File: config.mk
export PLATFORM = sky130hd
export DESIGN_NAME = nmea_sentence_checker_unit
export DESIGN_NICKNAME = d
export VERILOG_FILES = /design/src/design/nsc_pkg.sv /design/src/design/nsc_input_stage.sv /design/src/design/nsc_sentence_state.sv /design/src/design/nsc_result_reg.sv /design/src/design/nmea_sentence_checker_unit.sv
export VERILOG_INCLUDE_DIRS = /design/src /design/src/design
export SDC_FILE = /design/constraint.sdc
export NUM_CORES = 1
export LEC_CHECK = 0
export BUFFER_PORTS_ARGS = -buffer_cell sky130_fd_sc_hd__buf_2
export CORE_MARGIN = 3
export CORE_UTILIZATION = 65
export CTS_CLUSTER_SIZE = 12
export DETAILED_ROUTE_END_ITERATION = 6
export GPL_TIMING_DRIVEN = 0
export PLACE_DENSITY = 0.84
export REMOVE_ABC_BUFFERS = 1
export SLEW_MARGIN = 30
export SYNTH_ARGS = -nofsm -noshare
export SYNTH_HDL_FRONTEND = slang
export SYNTH_SLANG_ARGS = --single-unit
File: constraint.sdc
create_clock -name clk -period 12.9 [get_ports clk]
set_clock_uncertainty 0.05 [all_clocks]
set_input_delay 0.645 -clock clk [delete_from_list [all_inputs] [get_ports clk]]
set_output_delay 0.645 -clock clk [all_outputs]
set_load 0.01 [all_outputs]
File: src/design/nmea_sentence_checker_unit_assert.svh
// ----------------------------------------------------------------------------
// NMEA sentence checker assertion macros
// Concurrent assertion helpers clocked on clk and disabled during rst.
// ----------------------------------------------------------------------------
`ifndef NMEA_SENTENCE_CHECKER_UNIT_ASSERT_SVH
`define NMEA_SENTENCE_CHECKER_UNIT_ASSERT_SVH

// The property must hold in the same cycle as the condition.
`define NSC_ASSERT_IMP(label, cond, prop) \
  label: assert property (@(posedge clk) disable iff (rst) (cond) |-> (prop)) \
    else $error("nsc: same-cycle check failed");

// The property must hold in the cycle after the condition.
`define NSC_ASSERT_NXT(label, cond, prop) \
  label: assert property (@(posedge clk) disable iff (rst) (cond) |=> (prop)) \
    else $error("nsc: next-cycle check failed");

`endif

File: src/design/nsc_pkg.sv
// ----------------------------------------------------------------------------
// nsc_pkg
// Types and character constants shared by the NMEA sentence checker.
// ----------------------------------------------------------------------------
`timescale 1ns / 1ps
`default_nettype none

package nsc_pkg;

  typedef enum logic [2:0] {
    KIND_UNKNOWN = 3'd0,
    KIND_GGA     = 3'd1,
    KIND_RMC     = 3'd2,
    KIND_VTG     = 3'd3,
    KIND_GSA     = 3'd4
  } kind_t;

  localparam logic [7:0] CHAR_STAR   = 8'h2A;
  localparam logic [7:0] CHAR_COMMA  = 8'h2C;
  localparam logic [7:0] CHAR_DOLLAR = 8'h24;
  localparam logic [7:0] CHAR_G      = 8'h47;
  localparam logic [7:0] CHAR_P      = 8'h50;
  localparam logic [7:0] CHAR_N      = 8'h4E;
  localparam logic [7:0] CHAR_R      = 8'h52;
  localparam logic [7:0] CHAR_V      = 8'h56;
  localparam logic [7:0] CHAR_S      = 8'h53;
  localparam logic [7:0] CHAR_M      = 8'h4D;
  localparam logic [7:0] CHAR_T      = 8'h54;
  localparam logic [7:0] CHAR_A      = 8'h41;
  localparam logic [7:0] CHAR_C      = 8'h43;

  localparam logic [5:0] GGA_MIN_FIELDS = 6'd10;
  localparam logic [5:0] RMC_MIN_FIELDS = 6'd12;
  localparam logic [5:0] VTG_MIN_FIELDS = 6'd9;
  localparam logic [5:0] GSA_MIN_FIELDS = 6'd18;

  localparam logic [6:0] HEADER_LEN   = 7'd6;
  localparam logic [6:0] POSITION_MAX = 7'd127;
  localparam logic [5:0] COMMA_MAX    = 6'd63;

  typedef struct packed {
    logic [7:0] data;
    logic       eos;
  } item_t;

  typedef struct packed {
    kind_t      kind;
    logic       checksum_ok;
    logic       accepted;
    logic       fix_valid;
    logic [3:0] fix_quality;
    logic [5:0] field_count;
  } result_t;

endpackage

`default_nettype wire

File: src/design/nsc_input_stage.sv
// ----------------------------------------------------------------------------
// nsc_input_stage
// Input register for one sentence byte and its end flag.
// ----------------------------------------------------------------------------
`timescale 1ns / 1ps
`default_nettype none

module nsc_input_stage (
  input  wire logic          clk,
  input  wire logic          rst,
  input  wire logic          in_valid,
  input  wire logic [7:0]    rx_byte,
  input  wire logic          end_of_sentence,
  input  wire logic          advance,
  output logic               in_stall,
  output logic               item_valid,
  output nsc_pkg::item_t     item
);
  import nsc_pkg::*;

  // The held byte blocks new requests only when it cannot move on.
  assign in_stall = item_valid && !advance;

  always_ff @(posedge clk) begin
    if (rst) begin
      item_valid <= 1'b0;
    end else if (!in_stall) begin
      item_valid <= in_valid;
    end
  end

  always_ff @(posedge clk) begin
    if (!in_stall && in_valid) begin
      item.data <= rx_byte;
      item.eos  <= end_of_sentence;
    end
  end

endmodule

`default_nettype wire

File: src/design/nsc_sentence_state.sv
// ----------------------------------------------------------------------------
// nsc_sentence_state
// Running sentence state and the verdict formed on the final byte.
// ----------------------------------------------------------------------------
`timescale 1ns / 1ps
`default_nettype none

module nsc_sentence_state (
  input  wire logic          clk,
  input  wire logic          rst,
  input  wire logic          step,
  input  wire nsc_pkg::item_t item,
  output nsc_pkg::result_t   result
);
  import nsc_pkg::*;

  logic [6:0] byte_position, byte_position_next;
  logic [7:0] xor_sum, xor_sum_next;
  logic       star_seen, star_seen_next;
  logic [1:0] after_star_count, after_star_count_next;
  logic [7:0] expected_hex, expected_hex_next;
  logic       hex_bad, hex_bad_next;
  kind_t      header_kind, header_kind_next;
  logic       header_live, header_live_next;
  logic [5:0] comma_count, comma_count_next;
  logic       last_was_comma, last_was_comma_next;
  logic [5:0] nonempty_fields, nonempty_fields_next;
  logic [3:0] quality_digit, quality_digit_next;
  logic [7:0] status_char, status_char_next;

  // Updated state after this byte, before any end-of-sentence clear.
  always_comb begin
    logic [7:0] b;
    logic       ok;
    logic [3:0] nibble;
    b = item.data;
    ok = header_live;
    nibble = 4'd0;

    byte_position_next    = byte_position;
    xor_sum_next          = xor_sum;
    star_seen_next        = star_seen;
    after_star_count_next = after_star_count;
    expected_hex_next     = expected_hex;
    hex_bad_next          = hex_bad;
    header_kind_next      = header_kind;
    header_live_next      = header_live;
    comma_count_next      = comma_count;
    last_was_comma_next   = last_was_comma;
    nonempty_fields_next  = nonempty_fields;
    quality_digit_next    = quality_digit;
    status_char_next      = status_char;

    if (!star_seen) begin
      if (b == CHAR_STAR) begin
        star_seen_next = 1'b1;
      end else begin
        if (b != CHAR_DOLLAR) begin
          xor_sum_next = xor_sum ^ b;
        end
        if (byte_position < HEADER_LEN) begin
          unique case (byte_position[2:0])
            3'd0: ok = ok && (b == CHAR_DOLLAR);
            3'd1: ok = ok && (b == CHAR_G);
            3'd2: ok = ok && ((b == CHAR_P) || (b == CHAR_N));
            3'd3: begin
              if (b == CHAR_G) header_kind_next = KIND_GGA;
              else if (b == CHAR_R) header_kind_next = KIND_RMC;
              else if (b == CHAR_V) header_kind_next = KIND_VTG;
              else ok = 1'b0;
            end
            3'd4: begin
              if (header_kind == KIND_GGA && b == CHAR_S) header_kind_next = KIND_GSA;
              else if (header_kind == KIND_GGA && b == CHAR_G) ok = ok;
              else if (header_kind == KIND_RMC && b == CHAR_M) ok = ok;
              else if (header_kind == KIND_VTG && b == CHAR_T) ok = ok;
              else ok = 1'b0;
            end
            3'd5: begin
              if (header_kind == KIND_GGA || header_kind == KIND_GSA) ok = ok && (b == CHAR_A);
              else if (header_kind == KIND_RMC) ok = ok && (b == CHAR_C);
              else if (header_kind == KIND_VTG) ok = ok && (b == CHAR_G);
              else ok = 1'b0;
            end
            default: ok = ok;
          endcase
          if (!ok) begin
            header_live_next = 1'b0;
            header_kind_next = KIND_UNKNOWN;
          end
        end
        if (b == CHAR_COMMA) begin
          if (comma_count < COMMA_MAX) begin
            comma_count_next = comma_count + 6'd1;
          end
          last_was_comma_next = 1'b1;
        end else begin
          for (int i = 0; i < 6; i++) begin
            if (comma_count == 6'(i + 1)) begin
              nonempty_fields_next[i] = 1'b1;
            end
          end
          if (last_was_comma) begin
            // First byte of a field: status is field 2, quality field 6.
            if (comma_count == 6'd2) begin
              status_char_next = b;
            end
            if (comma_count == 6'd6) begin
              quality_digit_next = (b >= 8'h30 && b <= 8'h39) ? b[3:0] : 4'd0;
            end
          end
          last_was_comma_next = 1'b0;
        end
        if (byte_position < POSITION_MAX) begin
          byte_position_next = byte_position + 7'd1;
        end
      end
    end else if (after_star_count < 2'd2) begin
      if (b >= 8'h30 && b <= 8'h39) begin
        nibble = b[3:0];
      end else if ((b >= 8'h41 && b <= 8'h46) || (b >= 8'h61 && b <= 8'h66)) begin
        nibble = b[3:0] + 4'd9;
      end else begin
        hex_bad_next = 1'b1;
      end
      expected_hex_next     = {expected_hex[3:0], nibble};
      after_star_count_next = after_star_count + 2'd1;
    end
  end

  // Verdict from the updated state.
  always_comb begin
    kind_t      kind;
    logic       ck;
    logic [6:0] count_wide;
    logic [5:0] count;
    logic       acc;
    kind = (header_live_next && byte_position_next >= HEADER_LEN) ?
           header_kind_next : KIND_UNKNOWN;
    ck = star_seen_next && (after_star_count_next == 2'd2) && !hex_bad_next &&
         (expected_hex_next == xor_sum_next);
    count_wide = {1'b0, comma_count_next} +
                 7'((byte_position_next != 7'd0) && !last_was_comma_next);
    count = count_wide[6] ? COMMA_MAX : count_wide[5:0];
    case (kind)
      KIND_GGA: acc = (count >= GGA_MIN_FIELDS) && (nonempty_fields_next[4:0] == 5'h1F);
      KIND_RMC: acc = (count >= RMC_MIN_FIELDS) && (nonempty_fields_next == 6'h3F);
      KIND_VTG: acc = (count >= VTG_MIN_FIELDS);
      KIND_GSA: acc = (count >= GSA_MIN_FIELDS);
      default:  acc = 1'b0;
    endcase
    acc = acc && ck;

    result.kind        = kind;
    result.checksum_ok = ck;
    result.accepted    = acc;
    result.field_count = count;
    result.fix_quality = (acc && kind == KIND_GGA) ? quality_digit_next : 4'd0;
    result.fix_valid   = acc && ((kind == KIND_GGA && quality_digit_next != 4'd0) ||
                                 (kind == KIND_RMC && status_char_next == CHAR_A));
  end

  always_ff @(posedge clk) begin
    if (rst || (step && item.eos)) begin
      byte_position    <= 7'd0;
      xor_sum          <= 8'd0;
      star_seen        <= 1'b0;
      after_star_count <= 2'd0;
      expected_hex     <= 8'd0;
      hex_bad          <= 1'b0;
      header_kind      <= KIND_UNKNOWN;
      header_live      <= 1'b1;
      comma_count      <= 6'd0;
      last_was_comma   <= 1'b0;
      nonempty_fields  <= 6'd0;
      quality_digit    <= 4'd0;
      status_char      <= CHAR_V;
    end else if (step) begin
      byte_position    <= byte_position_next;
      xor_sum          <= xor_sum_next;
      star_seen        <= star_seen_next;
      after_star_count <= after_star_count_next;
      expected_hex     <= expected_hex_next;
      hex_bad          <= hex_bad_next;
      header_kind      <= header_kind_next;
      header_live      <= header_live_next;
      comma_count      <= comma_count_next;
      last_was_comma   <= last_was_comma_next;
      nonempty_fields  <= nonempty_fields_next;
      quality_digit    <= quality_digit_next;
      status_char      <= status_char_next;
    end
  end

endmodule

`default_nettype wire

File: src/design/nsc_result_reg.sv
// ----------------------------------------------------------------------------
// nsc_result_reg
// Output register that holds one sentence verdict until it is taken.
// ----------------------------------------------------------------------------
`timescale 1ns / 1ps
`default_nettype none

module nsc_result_reg (
  input  wire logic             clk,
  input  wire logic             rst,
  input  wire logic             load,
  input  wire nsc_pkg::result_t result,
  input  wire logic             out_stall,
  output logic                  out_free,
  output logic                  out_valid,
  output nsc_pkg::result_t      held
);
  import nsc_pkg::*;

  assign out_free = !out_valid || !out_stall;

  always_ff @(posedge clk) begin
    if (rst) begin
      out_valid <= 1'b0;
    end else if (load) begin
      out_valid <= 1'b1;
    end else if (!out_stall) begin
      out_valid <= 1'b0;
    end
  end

  always_ff @(posedge clk) begin
    if (load) begin
      held <= result;
    end
  end

endmodule

`default_nettype wire

File: src/design/nmea_sentence_checker_unit.sv
// ----------------------------------------------------------------------------
// nmea_sentence_checker_unit
// Byte-serial NMEA 0183 sentence checker: checksum, header, field rules.
// ----------------------------------------------------------------------------
//  channel  | handshake             | payload
//  ---------+-----------------------+--------------------------------------
//  input    | in_valid / in_stall   | rx_byte, end_of_sentence
//  result   | out_valid / out_stall | sentence_kind, checksum_ok, accepted,
//           |                       | fix_valid, fix_quality, field_count
//
// One byte is taken per cycle unless in_stall holds it; the running state
// updates as a byte leaves the input register.
// A verdict is loaded into the output register as its final byte leaves the input register.
// Reset clears the valid flags and the running sentence state; there is no clearing sweep.
// Bytes that end no sentence keep flowing while a verdict waits; only a final
// byte meeting a full, stalled output register holds the input.
`timescale 1ns / 1ps
`default_nettype none
`include "nmea_sentence_checker_unit_assert.svh"

module nmea_sentence_checker_unit (
  input  wire logic       clk,
  input  wire logic       rst,
  input  wire logic       in_valid,
  output logic            in_stall,
  input  wire logic [7:0] rx_byte,
  input  wire logic       end_of_sentence,
  output logic            out_valid,
  input  wire logic       out_stall,
  output logic [2:0]      sentence_kind,
  output logic            checksum_ok,
  output logic            accepted,
  output logic            fix_valid,
  output logic [3:0]      fix_quality,
  output logic [5:0]      field_count
);
  import nsc_pkg::*;

  logic    item_valid;
  item_t   item;
  logic    out_free;
  logic    advance;
  logic    step;
  logic    emit;
  result_t result;
  result_t held;

  assign advance = !item_valid || !item.eos || out_free;
  assign step    = item_valid && advance;
  assign emit    = step && item.eos;

  nsc_input_stage u_input (
    .clk             (clk),
    .rst             (rst),
    .in_valid        (in_valid),
    .rx_byte         (rx_byte),
    .end_of_sentence (end_of_sentence),
    .advance         (advance),
    .in_stall        (in_stall),
    .item_valid      (item_valid),
    .item            (item)
  );

  nsc_sentence_state u_state (
    .clk    (clk),
    .rst    (rst),
    .step   (step),
    .item   (item),
    .result (result)
  );

  nsc_result_reg u_result (
    .clk       (clk),
    .rst       (rst),
    .load      (emit),
    .result    (result),
    .out_stall (out_stall),
    .out_free  (out_free),
    .out_valid (out_valid),
    .held      (held)
  );

  assign sentence_kind = held.kind;
  assign checksum_ok   = held.checksum_ok;
  assign accepted      = held.accepted;
  assign fix_valid     = held.fix_valid;
  assign fix_quality   = held.fix_quality;
  assign field_count   = held.field_count;

  `NSC_ASSERT_IMP(a_accept_needs_checksum, out_valid && accepted, checksum_ok && (sentence_kind != KIND_UNKNOWN))
  `NSC_ASSERT_IMP(a_fix_needs_accept, out_valid && (fix_valid || fix_quality != 4'd0), accepted)
  `NSC_ASSERT_IMP(a_stall_only_when_full, in_stall, out_valid && out_stall)
  `NSC_ASSERT_NXT(a_emit_shows_result, emit, out_valid)

endmodule

`default_nettype wire
==> flow_metrics.tcl <==
set metrics [dict create \
    status "finished, final reports clean" \
    routed_wl_um 12390 \
    cts_resized 0 \
    ir_worst_vdd_mv 0.06906 \
    regArea_mm2 0.001912 \
    clkPwrFrac 0.397 \
    rsz0062_at_grt "no" \
    first_iter_violations 596 \
    finalWeightedCongestion 0.8874 \
    core_area_mm2 0.007408 \
    maxSlewViolCount 0 \
    cts_sinks 83 \
    synthesis.area_mm2 0.005054 \
    drtAntennaViolNets 0 \
    final_cell_mix "nor2_1, dfxtp_1, nand2_1" \
    r2r_cells 17 \
    p_total_w 0.0005481 \
    synth-compound-area-share 0.1862 \
    port_buffers 30 \
    synth_cell_types 70 \
    wire_per_inst_um 17.88 \
    grt_max_degree 51 \
    initial_core_util 0.6821 \
    fillers 553 \
    cts_setup_buffers 0 \
    ys_warn_count 0 \
    fp.dieH_um 94.18 \
    worst-setup-path-type "reg -> reg" \
    dp_hpwl_um 8746 \
    min_path_cells 1 \
    synth_xor_area_frac 0.05472 \
    synth_fa_ha_area_frac 0.04209 \
    area.growth.synth_to_final_pct 7.576 \
    antenna_found_initial 0 \
    synthCells 579 \
    cp.required_ns 13.04 \
    n_antenna_cell 0 \
    setup_viol 0 \
    clock.fmax_ghz 0.1835 \
    min_path_type "in -> reg" \
    maxCapViolCount 0 \
    vias_per_cell 6.626 \
    rrSetupSlack_ns 7.45 \
    clockBufferDepth 2 \
    clk_latency_ns 0.36 \
    drc 0 \
    p_seq_frac 0.521 \
    setup-tns-final_ns 0 \
    grt.overflow.total 0 \
    ys_async_sr_fraction 0 \
    numCtsBuffers 9 \
    final_common_cell "nor2_1" \
    layout-drive-gt1-share 0.1212 \
    endpoint_kind "flip-flop" \
    dieWidth_um 94.18 \
    startpoint "u_input.item[7]" \
    p_leak_nw 2.015 \
    swShare 0.2620 \
    vias 4592 \
    r2r-start "u_input.item[7]" \
    power_frac_comb 0.082 \
    path_max_fanout 11 \
    synth-seq-cells 83 \
    power_density_mw_per_mm2 100.8 \
    synth-seq-area-share 0.3783 \
    fin_crit_sh 0.4225 \
    worstPathArrival_ns 5.59 \
    p_sw_w 0.0001436 \
    nNetsFinal 619 \
    cp-start-kind "flip-flop" \
    fin_util 0.7338 \
    tightest_slew_ns 0.9284 \
    yosys.area_share.simple 0.2533 \
    synth-edff-count 25 \
    post-place-ws_ns 7.629 \
    first_pass_iters 5 \
    multi_input_area_mm2 0.002930 \
    hold_ws_ns 0.4040 \
    cts_tree "built" \
    clk_pin_slew_ns 0.10 \
    ctsHoldBuffers 0 \
    synth_top_family_by_area "simple AND/OR/NAND/NOR gates" \
    grt_pass1_wl_um 20240 \
    hold_viol 0 \
    min_period_ns 5.450 \
    intPower_w 0.0004045 \
    num_io_pins 31 \
    holdCritStartpoint "rx_byte[4]" \
    postSynthAreaPerCell_um2 8.728 \
    first_global_vias 4276 \
    grt_usage 0.2871 \
    maxSlewHeadroom 0.3810 \
    ys.flop_type "dfxtp_1" \
    dieArea_mm2 0.008869 \
    fin_ws_ns 7.450 \
    rows 31 \
    synth_mux_area_frac 0.04209 \
    htree_levels 3 \
    cts_root_buffer "clkbuf_8" \
]
cell families (layout without fill, tap and decap cells):
kind of cell,Yosys count,in the layout
buf+inv,55,70
compound gates,136,136
flops,83,83
simple gates,237,237
mux,21,21
fa+ha+maj,17,17
xor+xnor,30,30
routing by layer:
layer | wire (um) | vias up | track usage
li1 | - | 2157 | -
met2 | 5897 | 251 | 0.4651
met4 | 353 | 0 | 0.1107
met1 | 5156 | 2138 | 0.3844
met3 | 986 | 46 | 0.04487
met5 | 0 | - | 0
worst max-delay path: stages (launching register included):
cell	delay [ns]
edfxtp_1	0.60
or4b_1	0.79
o21bai_2	0.43
a21oi_1	0.09
o32a_1	0.19
or4_1	0.53
nor2_1	0.16
o21ai_0	0.10
a21o_1	0.25
ha_1	0.27
nand2_1	0.12
xor2_1	0.16
mux2i_1	0.11
xnor2_1	0.31
o2111ai_1	0.24
o32ai_1	0.40
nand4b_1	0.18
a211oi_1	0.28
metrics by stage:
step	instance area, um2	cells
after floorplan	4925	548
after global placement	5199	677
after detailed placement	5202	677
after CTS	5433	693
after global routing	5436	693
final	5436	693
area by class of cell:
type	instances	area share
multi-input cells	441	0.5390
repair buffers	30	0.02762
well taps	99	0.02278
inverters	24	0.01657
clock buffers	9	0.02278
flip-flops and latches	83	0.3517
clock inverters	7	0.01956
final timing paths:
check                               endpoint
hold / removal               u_input.item[5]
setup reg to reg           u_result.held[10]
hold reg to reg   u_state.nonempty_fields[4]
setup / recovery           u_result.held[10]
synth_stat cells, types with 4 or more instances:
cell type	instances	share of area
and3_1	4	0.0050
clkbuf_1	27	0.020
ha_1	17	0.042
xnor2_1	12	0.021
inv_1	24	0.018
nor4b_1	4	0.0069
or4_1	4	0.0059
dfxtp_1	58	0.23
a31oi_1	14	0.017
o21ai_0	17	0.017
nand3_1	16	0.016
nor4_1	7	0.0087
or2_2	6	0.0074
mux2i_1	19	0.038
a21oi_1	34	0.034
o21a_1	4	0.0059
o31ai_1	7	0.010
xor2_1	17	0.029
nand3b_1	11	0.016
and2_1	5	0.0062
edfxtp_1	25	0.15
nand4b_1	4	0.0069
a22oi_1	4	0.0059
nor3_1	25	0.025
a211oi_1	14	0.021
nor2_1	73	0.054
nand2b_1	7	0.0087
nand2_1	38	0.028
nand4_1	6	0.0074
a311oi_1	5	0.0087
o211ai_1	6	0.0089
power by group through the flow:
stage / registers [W] / clock network, W / logic [W]
floorplan: 0.000288 / 0 / 0.0000313
global placement: 0.000290 / 0 / 0.0000419
detailed placement: 0.000291 / 0 / 0.0000438
CTS: 0.000285 / 0.000219 / 0.0000442
global route: 0.000286 / 0.000231 / 0.0000497
finish: 0.000285 / 0.000218 / 0.0000451
sequential cells by signal, summed over array words and instances (netlist names):
signal                    cells
u_input.item                  9
u_input.item_valid            1
u_result.held                16
u_result.out_valid            1
u_state.after_star_count      2
u_state.byte_position         7
u_state.comma_count           6
u_state.expected_hex          8
u_state.header_kind           3
u_state.header_live           1
u_state.hex_bad               1
u_state.last_was_comma        1
u_state.nonempty_fields       6
u_state.quality_digit         4
u_state.star_seen             1
u_state.status_char           8
u_state.xor_sum               8
Note: power is estimated with default switching activity, not from simulation.
